===== src/sv/bbf_pkg.sv =====
// Package with shared constants, codes and the command type of the biquad filter.
package bbf_pkg;

  localparam int SAMPLE_WIDTH_DEF   = 24;
  localparam int COEF_FRAC_BITS_DEF = 30;
  localparam int COEF_W             = 32;
  localparam int STATE_W            = 48;
  localparam int STATE_FRAC         = 14;
  localparam int CFG_INDEX_W        = 3;

  localparam logic [CFG_INDEX_W-1:0] REG_B0 = 3'd0;
  localparam logic [CFG_INDEX_W-1:0] REG_B1 = 3'd1;
  localparam logic [CFG_INDEX_W-1:0] REG_B2 = 3'd2;
  localparam logic [CFG_INDEX_W-1:0] REG_A1 = 3'd3;
  localparam logic [CFG_INDEX_W-1:0] REG_A2 = 3'd4;

  localparam logic [2:0] MUL_NONE = 3'd0;
  localparam logic [2:0] MUL_XB0  = 3'd1;
  localparam logic [2:0] MUL_XB1  = 3'd2;
  localparam logic [2:0] MUL_XB2  = 3'd3;
  localparam logic [2:0] MUL_YA1  = 3'd4;
  localparam logic [2:0] MUL_YA2  = 3'd5;

  typedef struct packed {
    logic       load_in;
    logic [2:0] mul_sel;
    logic       scale_en;
    logic       acc_en;
    logic       y_en;
    logic       t1_en;
    logic       t2_en;
    logic       d1_en;
    logic       d2_en;
    logic       out_load;
  } cmd_t;

endpackage


===== src/sv/biquad_bandpass_filter.sv =====
// Top level of the transposed direct form II biquad section with sequencer and datapath.
// Each word steps through the sequencer from acceptance to the result word, and the next input
// word is accepted once the result word is loaded into the output register, so no word is taken
// before the last is through. The single shared 24 by 32 multiplier computes the five products.
// A stalled result holds the sequencer in its last step before the output register.
// Synchronous reset clears the state words, restores unity gain and empties the output.
module biquad_bandpass_filter #(
  parameter int SAMPLE_WIDTH   = bbf_pkg::SAMPLE_WIDTH_DEF,
  parameter int COEF_FRAC_BITS = bbf_pkg::COEF_FRAC_BITS_DEF
) (
  input  logic                             clk,
  input  logic                             rst,
  input  logic                             in_valid,
  output logic                             in_stall,
  input  logic signed [SAMPLE_WIDTH-1:0]   sample_in,
  input  logic                             block_start,
  output logic                             out_valid,
  input  logic                             out_stall,
  output logic signed [SAMPLE_WIDTH-1:0]   sample_out,
  output logic                             clipped,
  input  logic                             cfg_valid,
  output logic                             cfg_ready,
  input  logic [bbf_pkg::CFG_INDEX_W-1:0]  cfg_index,
  input  logic [bbf_pkg::COEF_W-1:0]       cfg_data
);

  bbf_pkg::cmd_t cmd;

  assign cfg_ready = 1'b1;

  bbf_ctrl u_ctrl (
    .clk       (clk),
    .rst       (rst),
    .in_valid  (in_valid),
    .in_stall  (in_stall),
    .out_valid (out_valid),
    .out_stall (out_stall),
    .cmd       (cmd)
  );

  bbf_datapath #(
    .SAMPLE_WIDTH   (SAMPLE_WIDTH),
    .COEF_FRAC_BITS (COEF_FRAC_BITS)
  ) u_datapath (
    .clk         (clk),
    .rst         (rst),
    .cmd         (cmd),
    .sample_in   (sample_in),
    .block_start (block_start),
    .cfg_we      (cfg_valid && cfg_ready),
    .cfg_index   (cfg_index),
    .cfg_data    (cfg_data),
    .sample_out  (sample_out),
    .clipped     (clipped)
  );

  a_no_overwrite: assert property (@(posedge clk) disable iff (rst)
    cmd.out_load |-> !(out_valid && out_stall))
    else $error("output word overwritten while waiting");

  a_busy_after_accept: assert property (@(posedge clk) disable iff (rst)
    (in_valid && !in_stall) |=> in_stall)
    else $error("input accepted twice in a row");

  a_one_step: assert property (@(posedge clk) disable iff (rst)
    $onehot0({cmd.load_in, cmd.d1_en, cmd.d2_en, cmd.out_load}))
    else $error("sequencer steps overlap");

  a_load_then_out: assert property (@(posedge clk) disable iff (rst)
    cmd.out_load |=> out_valid)
    else $error("output word not shown after load");

endmodule


===== src/sv/bbf_ctrl.sv =====
// Sequencer that steps the shared multiplier and the state update for each sample.
module bbf_ctrl (
  input  logic          clk,
  input  logic          rst,
  input  logic          in_valid,
  output logic          in_stall,
  output logic          out_valid,
  input  logic          out_stall,
  output bbf_pkg::cmd_t cmd
);

  localparam logic [3:0] ST_IDLE = 4'd0;
  localparam logic [3:0] ST_S1   = 4'd1;
  localparam logic [3:0] ST_S2   = 4'd2;
  localparam logic [3:0] ST_S3   = 4'd3;
  localparam logic [3:0] ST_S4   = 4'd4;
  localparam logic [3:0] ST_S5   = 4'd5;
  localparam logic [3:0] ST_S6   = 4'd6;
  localparam logic [3:0] ST_S7   = 4'd7;
  localparam logic [3:0] ST_S8   = 4'd8;
  localparam logic [3:0] ST_PUSH = 4'd9;

  logic [3:0] state;
  logic [3:0] state_next;
  logic       out_busy;

  assign in_stall = (state != ST_IDLE);
  assign out_busy = out_valid && out_stall;

  always_comb begin
    state_next = state;
    cmd = '0;
    cmd.mul_sel = bbf_pkg::MUL_NONE;
    unique case (state)
      ST_IDLE: begin
        if (in_valid) begin
          cmd.load_in = 1'b1;
          state_next = ST_S1;
        end
      end
      ST_S1: begin
        cmd.mul_sel = bbf_pkg::MUL_XB0;
        state_next = ST_S2;
      end
      ST_S2: begin
        cmd.scale_en = 1'b1;
        cmd.mul_sel = bbf_pkg::MUL_XB1;
        state_next = ST_S3;
      end
      ST_S3: begin
        cmd.acc_en = 1'b1;
        cmd.scale_en = 1'b1;
        cmd.mul_sel = bbf_pkg::MUL_XB2;
        state_next = ST_S4;
      end
      ST_S4: begin
        cmd.y_en = 1'b1;
        cmd.t1_en = 1'b1;
        cmd.scale_en = 1'b1;
        state_next = ST_S5;
      end
      ST_S5: begin
        cmd.t2_en = 1'b1;
        cmd.mul_sel = bbf_pkg::MUL_YA1;
        state_next = ST_S6;
      end
      ST_S6: begin
        cmd.scale_en = 1'b1;
        cmd.mul_sel = bbf_pkg::MUL_YA2;
        state_next = ST_S7;
      end
      ST_S7: begin
        cmd.d1_en = 1'b1;
        cmd.scale_en = 1'b1;
        state_next = ST_S8;
      end
      ST_S8: begin
        cmd.d2_en = 1'b1;
        state_next = ST_PUSH;
      end
      ST_PUSH: begin
        if (!out_busy) begin
          cmd.out_load = 1'b1;
          state_next = ST_IDLE;
        end
      end
      default: begin
        state_next = ST_IDLE;
      end
    endcase
  end

  always_ff @(posedge clk) begin
    if (rst) begin
      state <= ST_IDLE;
      out_valid <= 1'b0;
    end else begin
      state <= state_next;
      if (cmd.out_load) begin
        out_valid <= 1'b1;
      end else if (!out_stall) begin
        out_valid <= 1'b0;
      end
    end
  end

endmodule


===== src/sv/bbf_datapath.sv =====
// Datapath with coefficient registers, the shared multiplier, the state words and the output word.
module bbf_datapath #(
  parameter int SAMPLE_WIDTH   = bbf_pkg::SAMPLE_WIDTH_DEF,
  parameter int COEF_FRAC_BITS = bbf_pkg::COEF_FRAC_BITS_DEF
) (
  input  logic                                 clk,
  input  logic                                 rst,
  input  bbf_pkg::cmd_t                        cmd,
  input  logic signed [SAMPLE_WIDTH-1:0]       sample_in,
  input  logic                                 block_start,
  input  logic                                 cfg_we,
  input  logic [bbf_pkg::CFG_INDEX_W-1:0]      cfg_index,
  input  logic [bbf_pkg::COEF_W-1:0]           cfg_data,
  output logic signed [SAMPLE_WIDTH-1:0]       sample_out,
  output logic                                 clipped
);

  localparam int CW    = bbf_pkg::COEF_W;
  localparam int SW    = bbf_pkg::STATE_W;
  localparam int PW    = SAMPLE_WIDTH + CW;
  localparam int SHIFT = COEF_FRAC_BITS - bbf_pkg::STATE_FRAC;
  localparam int EXT_W = (PW + 2 > SW + 1) ? PW + 2 : SW + 1;
  localparam int YW    = SW + 2;

  localparam logic signed [EXT_W-1:0] HALF = EXT_W'((2 ** SHIFT) / 2);
  localparam logic signed [EXT_W-1:0] P_MAX =
    {{(EXT_W-SW+1){1'b0}}, {(SW-1){1'b1}}};
  localparam logic signed [EXT_W-1:0] P_MIN = ~P_MAX;
  localparam logic signed [YW-1:0] Y_HALF = YW'(2 ** (bbf_pkg::STATE_FRAC - 1));
  localparam logic signed [YW-1:0] Y_MAX =
    {{(YW-SAMPLE_WIDTH+1){1'b0}}, {(SAMPLE_WIDTH-1){1'b1}}};
  localparam logic signed [YW-1:0] Y_MIN = ~Y_MAX;
  localparam logic signed [YW-1:0] D_MAX = {{(YW-SW+1){1'b0}}, {(SW-1){1'b1}}};
  localparam logic signed [YW-1:0] D_MIN = ~D_MAX;
  localparam logic [CW-1:0] B0_RESET = CW'(2 ** COEF_FRAC_BITS);

  logic signed [CW-1:0]           coef_b0;
  logic signed [CW-1:0]           coef_b1;
  logic signed [CW-1:0]           coef_b2;
  logic signed [CW-1:0]           coef_a1;
  logic signed [CW-1:0]           coef_a2;
  logic signed [SAMPLE_WIDTH-1:0] x;
  logic signed [SAMPLE_WIDTH-1:0] y;
  logic                           y_clip;
  logic signed [PW-1:0]           prod;
  logic signed [SW-1:0]           sc;
  logic signed [SW:0]             acc;
  logic signed [SW:0]             t1;
  logic signed [SW-1:0]           t2;
  logic signed [SW-1:0]           delay_one;
  logic signed [SW-1:0]           delay_two;

  logic signed [SAMPLE_WIDTH-1:0] mul_a;
  logic signed [CW-1:0]           mul_b;
  logic signed [EXT_W-1:0]        prod_ext;
  logic signed [EXT_W-1:0]        prod_rnd;
  logic signed [SW-1:0]           sc_next;
  logic signed [YW-1:0]           acc_rnd;
  logic signed [SAMPLE_WIDTH-1:0] y_next;
  logic                           y_clip_next;
  logic signed [YW-1:0]           d1_diff;
  logic signed [YW-1:0]           d2_diff;
  logic signed [SW-1:0]           d1_next;
  logic signed [SW-1:0]           d2_next;

  always_comb begin
    mul_a = x;
    mul_b = coef_b0;
    unique case (cmd.mul_sel)
      bbf_pkg::MUL_XB0: begin
        mul_a = x;
        mul_b = coef_b0;
      end
      bbf_pkg::MUL_XB1: begin
        mul_a = x;
        mul_b = coef_b1;
      end
      bbf_pkg::MUL_XB2: begin
        mul_a = x;
        mul_b = coef_b2;
      end
      bbf_pkg::MUL_YA1: begin
        mul_a = y;
        mul_b = coef_a1;
      end
      bbf_pkg::MUL_YA2: begin
        mul_a = y;
        mul_b = coef_a2;
      end
      default: begin
        mul_a = x;
        mul_b = coef_b0;
      end
    endcase
  end

  always_comb begin
    prod_ext = {{(EXT_W-PW){prod[PW-1]}}, prod};
    prod_rnd = (prod_ext + HALF) >>> SHIFT;
    if (prod_rnd > P_MAX) begin
      sc_next = P_MAX[SW-1:0];
    end else if (prod_rnd < P_MIN) begin
      sc_next = P_MIN[SW-1:0];
    end else begin
      sc_next = prod_rnd[SW-1:0];
    end

    acc_rnd = ($signed({acc[SW], acc}) + Y_HALF) >>> bbf_pkg::STATE_FRAC;
    y_clip_next = 1'b1;
    if (acc_rnd > Y_MAX) begin
      y_next = Y_MAX[SAMPLE_WIDTH-1:0];
    end else if (acc_rnd < Y_MIN) begin
      y_next = Y_MIN[SAMPLE_WIDTH-1:0];
    end else begin
      y_next = acc_rnd[SAMPLE_WIDTH-1:0];
      y_clip_next = 1'b0;
    end

    d1_diff = {t1[SW], t1} - {{2{sc[SW-1]}}, sc};
    if (d1_diff > D_MAX) begin
      d1_next = D_MAX[SW-1:0];
    end else if (d1_diff < D_MIN) begin
      d1_next = D_MIN[SW-1:0];
    end else begin
      d1_next = d1_diff[SW-1:0];
    end

    d2_diff = {{2{t2[SW-1]}}, t2} - {{2{sc[SW-1]}}, sc};
    if (d2_diff > D_MAX) begin
      d2_next = D_MAX[SW-1:0];
    end else if (d2_diff < D_MIN) begin
      d2_next = D_MIN[SW-1:0];
    end else begin
      d2_next = d2_diff[SW-1:0];
    end
  end

  always_ff @(posedge clk) begin
    if (rst) begin
      coef_b0 <= B0_RESET;
      coef_b1 <= '0;
      coef_b2 <= '0;
      coef_a1 <= '0;
      coef_a2 <= '0;
    end else if (cfg_we) begin
      unique case (cfg_index)
        bbf_pkg::REG_B0: coef_b0 <= cfg_data;
        bbf_pkg::REG_B1: coef_b1 <= cfg_data;
        bbf_pkg::REG_B2: coef_b2 <= cfg_data;
        bbf_pkg::REG_A1: coef_a1 <= cfg_data;
        bbf_pkg::REG_A2: coef_a2 <= cfg_data;
        default: begin
        end
      endcase
    end
  end

  always_ff @(posedge clk) begin
    if (rst) begin
      delay_one <= '0;
      delay_two <= '0;
    end else begin
      if (cmd.load_in && block_start) begin
        delay_one <= '0;
        delay_two <= '0;
      end
      if (cmd.d1_en) begin
        delay_one <= d1_next;
      end
      if (cmd.d2_en) begin
        delay_two <= d2_next;
      end
    end
  end

  always_ff @(posedge clk) begin
    if (cmd.load_in) begin
      x <= sample_in;
    end
    if (cmd.mul_sel != bbf_pkg::MUL_NONE) begin
      prod <= mul_a * mul_b;
    end
    if (cmd.scale_en) begin
      sc <= sc_next;
    end
    if (cmd.acc_en) begin
      acc <= {sc[SW-1], sc} + {delay_one[SW-1], delay_one};
    end
    if (cmd.y_en) begin
      y <= y_next;
      y_clip <= y_clip_next;
    end
    if (cmd.t1_en) begin
      t1 <= {sc[SW-1], sc} + {delay_two[SW-1], delay_two};
    end
    if (cmd.t2_en) begin
      t2 <= sc;
    end
    if (cmd.out_load) begin
      sample_out <= y;
      clipped <= y_clip;
    end
  end

endmodule


===== config.mk =====
export PLATFORM = sky130hd
export DESIGN_NAME = biquad_bandpass_filter
export DESIGN_NICKNAME = d
export VERILOG_FILES = /design/src/sv/bbf_pkg.sv /design/src/sv/biquad_bandpass_filter.sv /design/src/sv/bbf_ctrl.sv /design/src/sv/bbf_datapath.sv
export SDC_FILE = /design/constraint.sdc
export NUM_CORES = 2
export LEC_CHECK = 0
export ABC_AREA = 0
export BUFFER_PORTS_ARGS = -buffer_cell sky130_fd_sc_hd__clkbuf_2
export CORE_ASPECT_RATIO = 1.4
export CORE_MARGIN = 1
export CORE_UTILIZATION = 40
export CTS_CLUSTER_DIAMETER = 60
export DETAILED_ROUTE_END_ITERATION = 8
export PLACE_DENSITY_LB_ADDON = 0.05
export SETUP_SLACK_MARGIN = 0.1
export SLEW_MARGIN = 5
export SYNTH_ARGS = -nofsm -noshare
export SYNTH_HDL_FRONTEND = slang
export SYNTH_HIERARCHICAL = 1
export SYNTH_SLANG_ARGS = --single-unit

===== constraint.sdc =====
create_clock -name clk -period 14.8 [get_ports clk]
set_clock_uncertainty 0.05 [all_clocks]
set_input_delay 2.22 -clock clk [delete_from_list [all_inputs] [get_ports clk]]
set_output_delay 2.22 -clock clk [all_outputs]
set_load 0.05 [all_outputs]

==> summary.txt <==
run status: finished, final reports clean
Antenna Nets Post-Route: 0
Post-CTS Setup Bufs: 0
vias: 42887
CTS tree: built
wire per inst: 23.69 µm
Post-CTS Hold Fix Bufs: 0
drt drc: 0
drt total wl: 188500 µm
Setup crit start kind: flop
Initial Utilization: 0.4037
die width: 318.8 µm
worst-skew pair later-pin latency: 0.68 ns
CP max-delay cell: a21oi_1
top cell type's share of synthesized area: 0.2796
Clock Tree Root: clkbuf_16
RSZ-0062 raised after global routing: false
Layout area overhead: 8.859%
vias per cell: 5.391
share of the clock period used by the worst path: 0.7815
Sum Neg Setup Slack: 0 ns
port bufs: 91
Die Y: 445.6 µm
drt pass-1 iters: 6
total CTS buffers: 71
row count: 162
total of max-cap violations: 0
Cells after Synth: 6114
layout cells sized above 1: 0.06764
Cell variety after synth: 93
Main synth FF type: edfxtp_1
worst relative slew slack: 0.05555
syn avg cell area: 9.194 µm²
total grt overflow: 0
Worst Tran Pin Value: 1.395 ns
data arrival time of the critical path: 11.94 ns
final net count: 7276
hpwl dp: 148000 µm
Worst Path Required: 15.18 ns
top post-synthesis cells by area: fa_1 (28%), edfxtp_1 (15%), dfxtp_1 (9.3%)
Reg clk slew, reported paths: 0.06 ns
routability cong.: 0.9237
FMAX: 86.46 MHz
io pins: 93
CP top delay family: adder cells
clock period minus worst slack: 11.57 ns
Syn. warnings: 6
First DRT Iteration DRCs: 2550
Synthesized Nets: 7298
Final Core Density: 0.4394
Bufs on Longest Clock Path: 3
Die ar.: 142100 µm²
core area: 139300 µm²
Setup Viol. Count Final: 0
Final Hold Fails: 0
Buf/Inv on CP: 6
Synth area leader: fa_1
Worst path max stage delay: 0.89 ns
vias in the first global route: 46233
cell with the most instances after synthesis: inv_1
CP Capture Type: flop
Pins Over Slew Limit: 0
PwrDens: 213.9 nW/µm²
Leakage: 0.02749 µW
Post-synth top cells: inv_1 (937), nand2_1 (922), fa_1 (785)
fill cell count: 13803
sequential element share of the synthesized area: 0.2447
GRT Total Usage: 0.2689
largest net degree at the start of global routing: 87
mapped cell area: 56210 µm²
H-tree depth: 3
Hold WC Path Type: reg2reg
Setup CP Type: reg2reg
clock tree sinks: 545
crit-path most repeated cell: fa_1
Yosys reg bits: 545
initial antenna violation count: 3
first-pass GRT wire length: 285400 µm
number of synthesized flops with an enable pin: 284
Post-synth ARST share: 0
Max FO, Critical Path: 45
post-CTS resize count: 0
Peak VDD IR: 0.3317 mV
## state kept, by name, summed over array words and instances (netlist names), 32 cells and up
signal,count
u_datapath/coef_b1,32
u_datapath/t2,42
u_datapath/prod,41
u_datapath/coef_a1,32
u_datapath/t1,49
u_datapath/acc,36
u_datapath/delay_one,48
u_datapath/sc,42
u_datapath/delay_two,48
u_datapath/coef_a2,32
u_datapath/coef_b0,32
u_datapath/coef_b2,32
## worst paths after layout
| path | start | end | slack [ns] | cells after the start |
|---|---|---|---|---|
| setup reg to reg | u_ctrl/state[3] | u_datapath/prod[55] | 3.23 | 31 |
| setup / recovery | u_ctrl/state[3] | u_datapath/prod[55] | 3.23 | 31 |
| hold reg to reg | u_datapath/y_clip | u_datapath/clipped | 0.40 | 0 |
| hold / removal | u_datapath/y_clip | u_datapath/clipped | 0.40 | 0 |
## layer usage
layer,global-route usage,wire length (µm),vias to the layer above
met5,0,11,-
met4,0.1166,8394,2
met3,0.03531,8670,318
met2,0.4920,96760,1146
met1,0.3121,74650,21629
li1,-,-,19792
## cell usage in the layout (no fill, tap or decap), types with 73 or more instances in the layout
| master | n |
|---|---|
| inv_1 | 937 |
| nand2_1 | 921 |
| fa_1 | 785 |
| nor2_1 | 545 |
| a21oi_1 | 367 |
| ha_1 | 334 |
| edfxtp_1 | 284 |
| dfxtp_1 | 261 |
| xnor2_1 | 186 |
| a21o_1 | 152 |
| o21ai_0 | 125 |
| clkbuf_2 | 90 |
| buf_4 | 89 |
| xor2_1 | 85 |
| nand3_1 | 75 |
| clkbuf_16 | 73 |
## through the flow
step           instance area (µm²)  setup WS, ns  total power, µW  instances  hold slack [ns]
3_5_place_dp                 58810         3.163            11410       7823           0.3799
2_1_floorplan                56210         5.415             8840       6114           0.3503
3_3_place_gp                 58810         3.139            11370       7823           0.3732
6_report                     61190         3.234            13090       7955           0.3981
5_1_grt                      61190         2.807            14350       7955           0.4025
4_1_cts                      61190         3.185            13260       7954           0.3988
## kinds of logic (layout without fill, tap and decap cells)
family	after synthesis	after routing	synth area share
adders and majority gates	1119	1119	0.3539
buffers and inverters	1214	1250	0.08238
xor gates and xnor gates	272	272	0.04238
and+or+nand+nor	1854	1854	0.1404
DFF	545	545	0.2447
AOI/OAI and AO/OA	1025	1025	0.1212
other	1	2	0.00006671
muxes	84	84	0.01502
## power by group
group | switching [µW] | internal [µW] | leakage (µW) | total, µW
Clock | 742 | 1030 | 0.00116 | 1770
Sequential | 143 | 2100 | 0.00471 | 2240
Combinational | 5420 | 3650 | 0.0216 | 9070
## worst register-to-register path, delay by kind of cell, from the launching register on
family / cells / cell delay (ns)
XOR/XNOR: 1 / 0.08
flip-flops: 1 / 0.50
AO/OA/AOI/OAI: 10 / 3.21
adder cells (fa/ha/maj): 8 / 3.97
buffers and inverters: 6 / 1.03
AND/OR/NAND/NOR: 6 / 2.47
## final cells by class
| class | instances | area (µm²) | area share |
|---|---|---|---|
| diodes | 1 | 2.502 | 0.00004089 |
| clock buffers | 89 | 1941 | 0.03171 |
| clock inverters | 42 | 439.2 | 0.007177 |
| inverters | 939 | 3525 | 0.05760 |
| multi-input cells | 4355 | 38150 | 0.6234 |
| flip-flops and latches | 545 | 13750 | 0.2247 |
| well taps | 1804 | 2257 | 0.03689 |
| repair buffers | 180 | 1130 | 0.01846 |
No activity file was read; power rests on OpenSTA's default activity.
